$ cat config.mk
export PLATFORM = sky130hd
export DESIGN_NAME = datetime_to_cmos_rtc_bytes_core
export DESIGN_NICKNAME = d
export VERILOG_FILES = /design/src/design/dtrtc_pkg.sv /design/src/design/datetime_to_cmos_rtc_bytes_core.sv /design/src/design/dtrtc_encode.sv
export SDC_FILE = /design/constraint.sdc
export NUM_CORES = 1
export LEC_CHECK = 0
export BUFFER_PORTS_ARGS = -buffer_cell sky130_fd_sc_hd__buf_2
export CORE_MARGIN = 2
export CORE_UTILIZATION = 30
export CTS_CLUSTER_SIZE = 25
export DETAILED_ROUTE_END_ITERATION = 7
export SLEW_MARGIN = 15
export SYNTH_ARGS = -nofsm -noshare
export SYNTH_HDL_FRONTEND = slang
export SYNTH_SLANG_ARGS = --single-unit
$ cat constraint.sdc
create_clock -name clk -period 14.2 [get_ports clk]
set_input_delay 2.13 -clock clk [delete_from_list [all_inputs] [get_ports clk]]
set_output_delay 2.13 -clock clk [all_outputs]
set_load 0.02 [all_outputs]
$ cat src/design/dtrtc_pkg.sv
// Types, constants and helper functions for the RTC byte encoder.
`timescale 1ns / 1ps
package dtrtc_pkg;

  localparam logic [7:0]  CTL_24H    = 8'h02;
  localparam logic [7:0]  CTL_BIN    = 8'h04;
  localparam logic [7:0]  PM_FLAG    = 8'h80;
  localparam logic [7:0]  FMT_RESET  = 8'h02;
  localparam logic [13:0] YEAR_MIN   = 14'd2000;
  localparam logic [13:0] YEAR_MAX   = 14'd2099;
  localparam logic [6:0]  CENTURY    = 7'd20;
  localparam logic [4:0]  HOUR_LIMIT = 5'd24;
  localparam logic [4:0]  HOUR_HALF  = 5'd12;
  localparam logic [5:0]  MIN_LIMIT  = 6'd60;
  localparam logic [3:0]  MONTH_FEB  = 4'd2;

  typedef struct packed {
    logic [13:0] year;
    logic [3:0]  month;
    logic [4:0]  day;
    logic [4:0]  hour;
    logic [5:0]  minute;
    logic [5:0]  second;
  } datetime_t;

  typedef struct packed {
    logic       invalid;
    logic [7:0] second_reg;
    logic [7:0] minute_reg;
    logic [7:0] hour_reg;
    logic [7:0] day_reg;
    logic [7:0] month_reg;
    logic [7:0] year_reg;
    logic [7:0] century_reg;
  } result_t;

  // Month length; zero for month codes outside 1..12.
  function automatic logic [4:0] month_days(input logic [3:0] m, input logic leap);
    logic [4:0] d;
    unique case (m)
      4'd1, 4'd3, 4'd5, 4'd7, 4'd8, 4'd10, 4'd12: d = 5'd31;
      4'd4, 4'd6, 4'd9, 4'd11:                    d = 5'd30;
      MONTH_FEB:                                  d = leap ? 5'd29 : 5'd28;
      default:                                    d = 5'd0;
    endcase
    return d;
  endfunction

  // Two-digit BCD of a value below 100; tens by reciprocal multiply (205/2048).
  function automatic logic [7:0] to_bcd(input logic [6:0] v);
    logic [14:0] prod;
    logic [3:0]  tens;
    logic [6:0]  tens_x10;
    logic [6:0]  ones;
    prod     = {8'd0, v} * 15'd205;
    tens     = prod[14:11];
    tens_x10 = {tens, 3'b000} + {2'b00, tens, 1'b0};
    ones     = v - tens_x10;
    return {tens, ones[3:0]};
  endfunction

endpackage

$ cat src/design/datetime_to_cmos_rtc_bytes_core.sv
// Top level of the date and time to CMOS RTC byte encoder.
`timescale 1ns / 1ps
// Converts a calendar date and time to the seven RTC register bytes. A transfer
// is taken whenever start is high; busy never rises, so one item may be offered
// every cycle. Each transfer passes the input register and then the result
// register, and its result is shown for a single cycle marked by out_valid: the
// receiver cannot stall. The two registers lie around the one pass of validation
// and encoding logic. cfg_wdata is taken when cfg_we is high; write it only while
// no item is in flight. Invalid input raises out_invalid with all bytes zero.
module datetime_to_cmos_rtc_bytes_core (
  input  logic        clk,
  input  logic        rst_n,
  input  logic        start,
  output logic        busy,
  input  logic [13:0] in_year,
  input  logic [3:0]  in_month,
  input  logic [4:0]  in_day,
  input  logic [4:0]  in_hour,
  input  logic [5:0]  in_minute,
  input  logic [5:0]  in_second,
  input  logic        cfg_we,
  input  logic [7:0]  cfg_wdata,
  output logic        out_valid,
  output logic        out_invalid,
  output logic [7:0]  out_second_reg,
  output logic [7:0]  out_minute_reg,
  output logic [7:0]  out_hour_reg,
  output logic [7:0]  out_day_reg,
  output logic [7:0]  out_month_reg,
  output logic [7:0]  out_year_reg,
  output logic [7:0]  out_century_reg
);
  import dtrtc_pkg::*;

  logic [7:0] fmt_r;
  logic       in_vld_r;
  datetime_t  in_r;
  logic       out_vld_r;
  result_t    res_r;
  result_t    res_nxt;

  assign busy = 1'b0;

  always_ff @(posedge clk) begin
    if (!rst_n) begin
      fmt_r <= FMT_RESET;
    end else if (cfg_we) begin
      fmt_r <= cfg_wdata;
    end
  end

  always_ff @(posedge clk) begin
    if (!rst_n) begin
      in_vld_r  <= 1'b0;
      out_vld_r <= 1'b0;
    end else begin
      in_vld_r  <= start && !busy;
      out_vld_r <= in_vld_r;
    end
  end

  always_ff @(posedge clk) begin
    if (start && !busy) begin
      in_r <= '{year: in_year, month: in_month, day: in_day,
                hour: in_hour, minute: in_minute, second: in_second};
    end
    if (in_vld_r) begin
      res_r <= res_nxt;
    end
  end

  dtrtc_encode u_encode (
    .dt  (in_r),
    .fmt (fmt_r),
    .res (res_nxt)
  );

  assign out_valid       = out_vld_r;
  assign out_invalid     = res_r.invalid;
  assign out_second_reg  = res_r.second_reg;
  assign out_minute_reg  = res_r.minute_reg;
  assign out_hour_reg    = res_r.hour_reg;
  assign out_day_reg     = res_r.day_reg;
  assign out_month_reg   = res_r.month_reg;
  assign out_year_reg    = res_r.year_reg;
  assign out_century_reg = res_r.century_reg;

endmodule

$ cat src/design/dtrtc_encode.sv
// Validation and BCD/binary encoding of one date and time.
`timescale 1ns / 1ps
module dtrtc_encode (
  input  dtrtc_pkg::datetime_t dt,
  input  logic [7:0]           fmt,
  output dtrtc_pkg::result_t   res
);
  import dtrtc_pkg::*;

  logic        leap;
  logic        ok;
  logic        pm;
  logic        bin;
  logic [4:0]  hour_adj;
  logic [13:0] year_off;
  logic [6:0]  yy;

  function automatic logic [7:0] enc(input logic [6:0] v, input logic binary);
    return binary ? {1'b0, v} : to_bcd(v);
  endfunction

  // Within 2000..2099 the century rule never applies beyond 2000 itself, a leap year
  assign leap     = (dt.year[1:0] == 2'b00);
  assign year_off = dt.year - YEAR_MIN;
  assign yy       = year_off[6:0];
  assign bin      = |(fmt & CTL_BIN);

  assign ok = (dt.year >= YEAR_MIN) && (dt.year <= YEAR_MAX) &&
              (dt.day != 5'd0) && (dt.day <= month_days(dt.month, leap)) &&
              (dt.hour < HOUR_LIMIT) && (dt.minute < MIN_LIMIT) &&
              (dt.second < MIN_LIMIT);

  always_comb begin
    pm       = 1'b0;
    hour_adj = dt.hour;
    if ((fmt & CTL_24H) == 8'h00) begin
      pm = (dt.hour >= HOUR_HALF);
      if (pm) begin
        hour_adj = dt.hour - HOUR_HALF;
      end
      if (hour_adj == 5'd0) begin
        hour_adj = HOUR_HALF;
      end
    end
  end

  always_comb begin
    res = '0;
    if (!ok) begin
      res.invalid = 1'b1;
    end else begin
      res.second_reg  = enc({1'b0, dt.second}, bin);
      res.minute_reg  = enc({1'b0, dt.minute}, bin);
      res.hour_reg    = enc({2'b00, hour_adj}, bin) | (pm ? PM_FLAG : 8'h00);
      res.day_reg     = enc({2'b00, dt.day}, bin);
      res.month_reg   = enc({3'b000, dt.month}, bin);
      res.year_reg    = enc(yy, bin);
      res.century_reg = enc(CENTURY, bin);
    end
  end

endmodule

* Yosys cells after proc, flatten, opt, wreduce, memory -nomap -nowiden
Cells that the tools add are included.
** Storage, ports and cells
- Word-level logic and storage cells :: 92
- Register bits :: 102
- Output and inout bits :: 59
** Operators by class
- Bitwise operators :: 2
- Add/sub/neg operators :: 14
- $mul :: 6
- Reductions and logical operators :: 13
- Mux-type cells :: 16
- Order comparisons :: 7
- Equality and inequality tests :: 12
** Operator list (number)
- multiplier 6 x 8 -> 14 bit, second input constant :: 2
- multiplier 5 x 8 -> 13 bit, second input constant :: 2
- two-way mux 5 bit :: 5
- two-way mux 6 bit :: 4
- subtractor 4 bit :: 6
- equality test 4 bit, second input constant :: 5
- equality test 4 x 3 -> 1 bit, second input constant :: 4
- multiplier 7 x 8 -> 15 bit, second input constant :: 1
- one-hot mux 5 bit (3 select lines) :: 1
- greater-or-equal comparator 14 x 11 -> 1 bit, second input constant :: 1
- less-or-equal comparator 14 x 12 -> 1 bit, second input constant :: 1
- adder 4 bit :: 3
- less-than comparator 6 bit, second input constant :: 2
- multiplier 4 x 8 -> 12 bit, second input constant :: 1
- adder 4 x 3 -> 4 bit :: 2
- equality test 4 x 2 -> 1 bit, second input constant :: 2
- logical NOT 8 bit :: 1
- two-way mux 8 bit :: 1
- OR 8 bit :: 1
- two-way mux 7 bit :: 1
- OR reduction 7 bit :: 1
- subtractor 7 bit, second input constant :: 1
- logical AND 1 bit :: 6
- greater-or-equal comparator 5 x 4 -> 1 bit, second input constant :: 1
- 13 further kinds :: 15

* Logic depth before layout (Yosys ltp)
Gate-level depths: netlist of the first run.
- Word-level depth :: 11
- Mapped depth :: 24
- Depth with buffers taken out :: 24

* Modules after synthesis
A second synthesis of the first run with hierarchy kept.
** Unflattened totals
- Cell total of the unflattened synthesis :: 738
- Area total of the unflattened synthesis :: 8443.1 um^2
** Modules (own cells, without submodules)
- dtrtc_encode :: area an instance 5167.5 um^2, cells each 610, times used 1
- datetime_to_cmos_rtc_bytes_core :: area an instance 3275.6 um^2, cells each 128, times used 1

* Least setup slack after synthesis of the first run
Ideal clock, no wire load.
- Path type :: reg-to-reg
- From :: register in_r[30] (netlist bit)
- To :: register res_r, in the netlist out_year_reg[3] (data pin)
- Path buffers :: 0
- Cell stages (with the launch flop) :: 24
- Arrival time :: 5.424 ns
- Period minus slack after synthesis :: 5.690 ns
- Data required time :: 13.934 ns
- Slack :: 8.510 ns
- Cells stage by stage :: edfxtp_1 -> inv_1 -> ha_1 -> xnor2_1 -> ha_1 -> ha_1 -> inv_1 -> fa_1 -> inv_1 -> fa_1 -> ha_1 -> a21o_1 -> o311a_1 -> o31ai_1 -> xnor2_1 -> ha_1 -> nor3b_1 -> nor3_1 -> a221oi_1 -> and3_1 -> o21ai_0 -> nor3b_2 -> xnor2_1 -> nor2_1
** Between the ends
- Longest elaborated chain between the ends :: 7
- Elaborated cells between the ends (all ways) :: 13
- Classes of those cells :: add/sub: 3; mul: 1; order compare: 2; mux: 1; reduce/logical: 6
** RTL lines
- start: declaration :: line datetime_to_cmos_rtc_bytes_core.sv:37 : datetime_t in_r;
- start signal: assignment :: line datetime_to_cmos_rtc_bytes_core.sv:64 : in_r <= '{year: in_year, month: in_month, day: in_day,
- parallel branches: the longest is 7 deep, another holds multiplier 7 x 8 -> 15 bit
- end signal: assignment :: line datetime_to_cmos_rtc_bytes_core.sv:68 : res_r <= res_nxt;
- end: declaration :: line datetime_to_cmos_rtc_bytes_core.sv:39 : result_t res_r;
Parallel ways; which one is timed is not known.
A chain may end at the register's enable or synchronous reset.

* Final worst setup path of the first run
Ends and elaborated chain as after synthesis.

==> out/qor.yml, run 1 <==
grt_setup_unrepaired: "no"
synth_seq_cells: 87
ys.flop_type: "sky130_fd_sc_hd__edfxtp_1"
min-delay-path-class: "flop to flop"
grt_pass1_vias: 5421
yosysWarningCount: 0
critPathMostFrequentCell: "sky130_fd_sc_hd__ha_1"
routed_wire_length_per_instance_um: 13.9
timing.critical_path.fanout_max: 5
final-setup-viol-count: 0
p_comb_share_pct: 49.7
power.density_nw_per_um2: 119
synth_edf_count: 83
synth_sequential_area_ratio_pct: 32.9
synthDistinctLibCells: 67
io-pin-count: 111
synth.area.top_cells: "sky130_fd_sc_hd__edfxtp_1, sky130_fd_sc_hd__ha_1, sky130_fd_sc_hd__fa_1"
worst_r2r_endpoint: "out_year_reg[3]"
crit_chain: "inv_1 -> ha_1 -> xnor2_1 -> ha_1 -> ha_1 -> inv_1 -> fa_1 -> inv_1 -> fa_1 -> ha_1 -> a21o_1 -> o311a_1 -> o31ai_1 -> xnor2_1 -> ha_1 -> nor3b_1 -> nor3_1 -> a221oi_1 -> and3_1 -> o21ai_0 -> nor3b_2 -> xnor2_1 -> nor2_1"
worst_setup_path_end_kind: "flop"
postSynthAreaPerCell_um2: 10.6
cts_hold_buf: 0
fmax_mhz: 156
synthesis.area_um2: 7820
synth_cells: 739
p_leak_nw: 4.30
grt_overflow: 0
yosysTopAreaCell: "sky130_fd_sc_hd__edfxtp_1"
clock_network_power_share_pct: 20.3
crit_slowest_cell: "sky130_fd_sc_hd__fa_1"
grt_max_degree: 56
timing.reg2reg.setup_slack_ns: 7.77
critical_path.startpoint: "in_r[30]"
placed_wire_length_estimate_um: 12900
core-area_um2: 25800
route.vias.total: 5395
floorplan.die.width_um: 165
start_kind: "flop"
antenna_cells_inserted: 0
cap_violations: 0
insertion_delay_ns: 0.34
final_layout_size_suffix_gt1_share_pct: 15.4
layout_skew_ns: 0.0116
switch_pwr_mw: 0.402
worst_slew_pin_slew_ns: 1.08
drtIter0Drc: 246
h-tree-depth: 3
cts_tree: "built"
post-cts-setup-buffers: 0
required_ns: 14.26
intPower_mw: 0.649
globalplace.congestion: 0.805
final_util_pct: 34.2
finalHoldViolCount: 0
fp.dieH_um: 165
irDropWorstVdd_mv: 0.0525
tritoncts_num_sinks: 87
setup-tns-final_ns: 0
clk_pin_slew_ns: 0.06
route.detailed.drc: 0
num-fill-cells: 2612
finalMaxSlewViolations: 0
cts_max_path_buffers: 2
synthArstFlopShare_pct: 0
critPathBufInv: 3
slowest_delay_ns: 0.50
final.min_clock_period_ns: 6.43
flip_flop_count_of_the_largest_register_after_layout: 40
final_antenna_net_count: 0
io_buffer_count: 90
grt_antenna_before_repair: 0
seqPwrFrac_pct: 29.9
globalRouteTotalUtil_pct: 12.6
drtPass1Iterations: 4
master_cell_of_the_clock_root_buffer: "sky130_fd_sc_hd__clkbuf_16"
design.die.area_um2: 27400
crit_arrival_ns: 6.49
reg2reg_from: "in_r[30]"
layout_area_growth_over_synthesis_pct: 13.0
min_delay_path_depth: 2
detail_route.vias_per_cell: 4.63
result_of_the_run: "finished clean"
library_cell_with_the_highest_instance_count_after_synthesis: "sky130_fd_sc_hd__ha_1"
crit_path_class: "flop to flop"
cts_inserted_buffers: 9
finalWirelength_um: 16200
initial_utilization_pct: 30.3
hold_path.startpoint: "fmt_r[1]"
max_slew_margin_pct: 27.7
synth_top_cells_by_count: "sky130_fd_sc_hd__ha_1, sky130_fd_sc_hd__inv_1, sky130_fd_sc_hd__edfxtp_1"
switching_share_pct: 38.2
grt_pass1_wl_um: 27000
finalHoldWorstSlack_ns: 0.625
worst_path_dominant_cell_family: "adder cells"
end_point_of_the_most_critical_hold_path: "fmt_r[1]"
post_cts_resize_count: 0
synth_top_cell_area_share_pct: 31.9
num-nets-final: 1077
num_rows: 59
post-route-period-util_pct: 45.3
timing.reg2reg.worst_path_depth: 23
==> per-layer routing <==
metal | wire [µm] | track usage, % | vias up
li1 | - | - | 2779
met1 | 7980 | 17.1 | 2515
met2 | 7490 | 21.1 | 94
met3 | 619 | 2.35 | 7
met4 | 86 | 2.12 | 0
met5 | 0 | 0 | -
==> area by class of cell <==
class	instances	area [µm²]	area share (%)
sequential	87	2570	29.1
clock buffer	10	229	2.59
inverter	90	338	3.82
clock inverter	6	37.5	0.424
multi-input combinational	544	4780	54.1
tap	335	419	4.74
timing repair buffer	92	465	5.26
==> cells in the final DEF (no fill, tap or decap), drive strengths merged, types with 3 or more instances in the layout <==
master and count:
a31oi 4, nand2 22, xor2 17, and3 4
o31ai 3, a221oi 3, or3 6, edfxtp 83
fa 23, a21oi 42, nor3 13, a211oi 10
o311a 3, o22ai 3, dfxtp 4, clkinv 4
nand3b 3, o21ai 17, o311ai 3, ha 178
o211ai 4, buf 92, mux2i 9, or2 7
nor3b 5, and2 4, inv 90, a21o 8
nand4 4, clkbuf 10, nor2b 5, or4 3
conb 14, nand3 12, nand2b 5, nor2 64
xnor2 18
==> worst max-delay path by stage <==
stage / end / slack (ns) / depth (start not counted)
2_1_floorplan: out_year_reg[3] / 8.51 / 23
3_5_place_dp: out_year_reg[3] / 7.71 / 23
3_3_place_gp: out_year_reg[3] / 7.79 / 23
5_1_grt: out_year_reg[3] / 7.17 / 23
6_report: out_year_reg[3] / 7.77 / 23
4_1_cts: out_year_reg[3] / 7.71 / 23
==> power groups by stage <==
| stage | logic [mW] | clock network (mW) | registers (mW) |
|---|---|---|---|
| global placement | 0.510 | 0 | 0.320 |
| finish | 0.522 | 0.214 | 0.314 |
| CTS | 0.529 | 0.224 | 0.315 |
| detailed placement | 0.524 | 0 | 0.320 |
| floorplan | 0.418 | 0 | 0.317 |
| global route | 0.618 | 0.234 | 0.317 |
==> through the flow <==
stage                     power [mW]  instances  setup slack (ns)  cell area [µm²]
after floorplan                0.735        752              8.51             7870
after global placement         0.830       1148              7.79             8580
after detailed placement       0.844       1148              7.71             8580
after CTS                       1.07       1164              7.71             8840
after global routing            1.17       1164              7.17             8840
final                           1.05       1164              7.77             8840
==> cells by family after synthesis <==
logic type	synth area share [%]
xor gates and xnor gates	4.01
muxes	1.44
other	0.0479
buffers and inverters	6.64
and+or+nand+nor	10.3
DFF	32.9
AOI/OAI and AO/OA	10.3
adders and majority gates	34.4
==> worst register-to-register path, cell delays in order, from the launching register on <==
cell	delay (ns)
sky130_fd_sc_hd__edfxtp_1	0.44
sky130_fd_sc_hd__inv_1	0.17
sky130_fd_sc_hd__ha_1	0.31
sky130_fd_sc_hd__xnor2_1	0.46
sky130_fd_sc_hd__ha_1	0.33
sky130_fd_sc_hd__ha_1	0.27
sky130_fd_sc_hd__inv_1	0.05
sky130_fd_sc_hd__fa_1	0.50
sky130_fd_sc_hd__inv_1	0.05
sky130_fd_sc_hd__fa_1	0.45
sky130_fd_sc_hd__ha_1	0.30
sky130_fd_sc_hd__a21o_1	0.19
sky130_fd_sc_hd__o311a_1	0.18
sky130_fd_sc_hd__o31ai_1	0.41
sky130_fd_sc_hd__xnor2_1	0.15
sky130_fd_sc_hd__ha_1	0.33
sky130_fd_sc_hd__nor3b_1	0.45
sky130_fd_sc_hd__nor3_1	0.09
sky130_fd_sc_hd__a221oi_1	0.35
sky130_fd_sc_hd__and3_1	0.21
sky130_fd_sc_hd__o21ai_0	0.08
sky130_fd_sc_hd__nor3b_2	0.16
sky130_fd_sc_hd__xnor2_1	0.16
sky130_fd_sc_hd__nor2_1	0.05
No activity file was read; power rests on OpenSTA's default activity.
==> run 2: changes to the inputs <==
==> constraint.sdc (replaced) <==
create_clock -name clk -period 5.8 [get_ports clk]
set_input_delay 0.87 -clock clk [delete_from_list [all_inputs] [get_ports clk]]
set_output_delay 0.87 -clock clk [all_outputs]
set_load 0.02 [all_outputs]
==> out/qor.yml, run 2 (synthesized netlist as in run 1, its figures left out) <==
insertion_delay_ns: 0.35  # was 0.34 ns
timing.reg2reg.setup_slack_ns: 0.32  # was 7.77 ns
irDropWorstVdd_mv: 0.151  # was 0.0525 mV
cts_tree: "built"  # unchanged
power.density_nw_per_um2: 305  # was 119 nW/µm²
placed_cells_incl_taps: 1164  # was 1,148
drtIter0Drc: 299  # was 246
num-nets-final: 1093  # was 1,077
routed_wire_length_per_instance_um: 14.2  # was 13.9 µm
post-cts-setup-buffers: 0  # unchanged
post-route-period-util_pct: 94.4  # was 45.3%
cts_hold_buf: 0  # unchanged
mostFrequentLayoutCell: "sky130_fd_sc_hd__ha_1"  # unchanged
placed_wire_length_estimate_um: 13200  # was 12,900 µm
final_cell_mix: "sky130_fd_sc_hd__ha_1, sky130_fd_sc_hd__inv_1, sky130_fd_sc_hd__buf_2"  # unchanged
grt_pass1_wl_um: 27400  # was 27,000 µm
floorplan.die.width_um: 165  # unchanged
initial_utilization_pct: 30.3  # unchanged
globalRouteTotalUtil_pct: 12.8  # was 12.6%
layout_skew_ns: 0.00718  # was 0.0116 ns
layout_area_growth_over_synthesis_pct: 16.4  # was 13.0%
fmax_mhz: 183  # was 156 MHz
start_kind: "flop"  # unchanged
finalMaxSlewViolations: 0  # unchanged
num_rows: 59  # unchanged
grt_max_degree: 45  # was 56
fp.dieH_um: 165  # unchanged
h-tree-depth: 3  # unchanged
final.min_clock_period_ns: 5.48  # was 6.43 ns
result_of_the_run: "finished clean"  # unchanged
globalplace.congestion: 0.804  # was 0.805
io_buffer_count: 90  # unchanged
setup-tns-final_ns: 0  # unchanged
finalWirelength_um: 16700  # was 16,200 µm
drtPass1Iterations: 4  # unchanged
clk_pin_slew_ns: 0.06  # about the same
final_cells: 1180  # was 1,164
antenna_cells_inserted: 0  # unchanged
final_antenna_net_count: 0  # unchanged
worst_slew_pin_slew_ns: 1.10  # was 1.08 ns
final-setup-viol-count: 0  # unchanged
grt_pass1_vias: 5572  # was 5,421
max_slew_margin_pct: 26.8  # was 27.7%
p_leak_nw: 4.40  # was 4.30 nW
p_total_mw: 2.78  # was 1.05 mW
num-fill-cells: 2609  # was 2,612
route.detailed.drc: 0  # unchanged
grt_antenna_before_repair: 0  # unchanged
cts_max_path_buffers: 2  # unchanged
worst_setup_path_end_kind: "flop"  # unchanged
final_layout_size_suffix_gt1_share_pct: 18.6  # was 15.4%
required_ns: 5.91  # was 14.26 ns
crit_path_class: "flop to flop"  # unchanged
detail_route.vias_per_cell: 4.70  # was 4.63
design.die.area_um2: 27400  # unchanged
min-delay-path-class: "flop to flop"  # unchanged
route.vias.total: 5545  # was 5,395
grt_setup_unrepaired: "no"  # unchanged
cap_violations: 0  # unchanged
grt_overflow: 0  # unchanged
tritoncts_num_sinks: 87  # unchanged
finalHoldViolCount: 0  # unchanged
crit_arrival_ns: 5.58  # was 6.49 ns
io-pin-count: 111  # unchanged
finalHoldWorstSlack_ns: 0.613  # was 0.625 ns
core-area_um2: 25800  # unchanged
timing.critical_path.fanout_max: 6  # was 5
flip_flop_count_of_the_largest_register_after_layout: 40  # unchanged
cts_inserted_buffers: 9  # unchanged
master_cell_of_the_clock_root_buffer: "sky130_fd_sc_hd__clkbuf_16"  # unchanged
-- run 2: repair_timing --
| action | CTS | global route |
|---|---|---|
| endpoints found under the setup margin | 1 | 1 |
| resized for setup | 3 | 17 |
| pin swaps | 0 | 5 |
-- run 2: final cells by class --
type	instances	area (µm²)	share of cell area, %
Clock buffer	10	229	2.51
Clock inverter	6	61.3	0.673
Inverter	90	338	3.71
Multi-Input combinational cell	544	4900	53.8
Sequential cell	87	2570	28.3
Tap cell	335	419	4.60
Timing Repair Buffer	108	586	6.43
-- run 2: final timing paths --
| kind | from | to | cells past startpoint |
|---|---|---|---|
| max | in_r[31] | out_year_reg[3] | 23 |
| min | fmt_r[1] | fmt_r[1] | 2 |
| max reg2reg | in_r[31] | out_year_reg[3] | 23 |
| min reg2reg | fmt_r[1] | fmt_r[1] | 2 |
-- run 2: power breakdown --
group	switching [mW]	total, mW	internal (mW)
logic	0.781	1.43	0.654
registers	0.0440	0.767	0.723
clock network	0.247	0.578	0.331
-- run 2: worst max-delay path, stage by stage (launching register included) --
cell	delay (ns)
sky130_fd_sc_hd__edfxtp_1	0.41
sky130_fd_sc_hd__inv_1	0.14
sky130_fd_sc_hd__ha_4	0.16
sky130_fd_sc_hd__xnor2_2	0.07
sky130_fd_sc_hd__buf_4	0.15
sky130_fd_sc_hd__ha_1	0.31
sky130_fd_sc_hd__fa_1	0.42
sky130_fd_sc_hd__fa_1	0.42
sky130_fd_sc_hd__ha_1	0.33
sky130_fd_sc_hd__ha_4	0.30
sky130_fd_sc_hd__a21oi_4	0.21
sky130_fd_sc_hd__nand2_2	0.12
sky130_fd_sc_hd__o31ai_4	0.30
sky130_fd_sc_hd__xnor2_2	0.15
sky130_fd_sc_hd__ha_1	0.27
sky130_fd_sc_hd__nor3b_1	0.14
sky130_fd_sc_hd__buf_4	0.15
sky130_fd_sc_hd__a2111oi_2	0.34
sky130_fd_sc_hd__a32oi_1	0.13
sky130_fd_sc_hd__and3_1	0.19
sky130_fd_sc_hd__o21ai_1	0.13
sky130_fd_sc_hd__nor3b_2	0.19
sky130_fd_sc_hd__xnor2_1	0.14
sky130_fd_sc_hd__nor2_1	0.05
-- run 2: per-stage QoR --
stage | worst slack [ns] | instance area (µm²) | util, %
after floorplan | 0.110 | 7870 | -
after detailed placement | 0.0348 | 8700 | 33.7
after global placement | 0.167 | 8700 | 33.7
after CTS | 0.0524 | 9000 | 34.9
final | 0.323 | 9110 | 35.3
after global routing | 0.0107 | 9110 | 35.3
-- run 2: layer usage --
| layer | share of wire, % | track usage [%] |
|---|---|---|
| met4 | 2.1 | 4.11 |
| met3 | 5.1 | 2.50 |
| met1 | 47 | 17.3 |
| met2 | 45 | 20.7 |
| met5 | 0 | 0 |
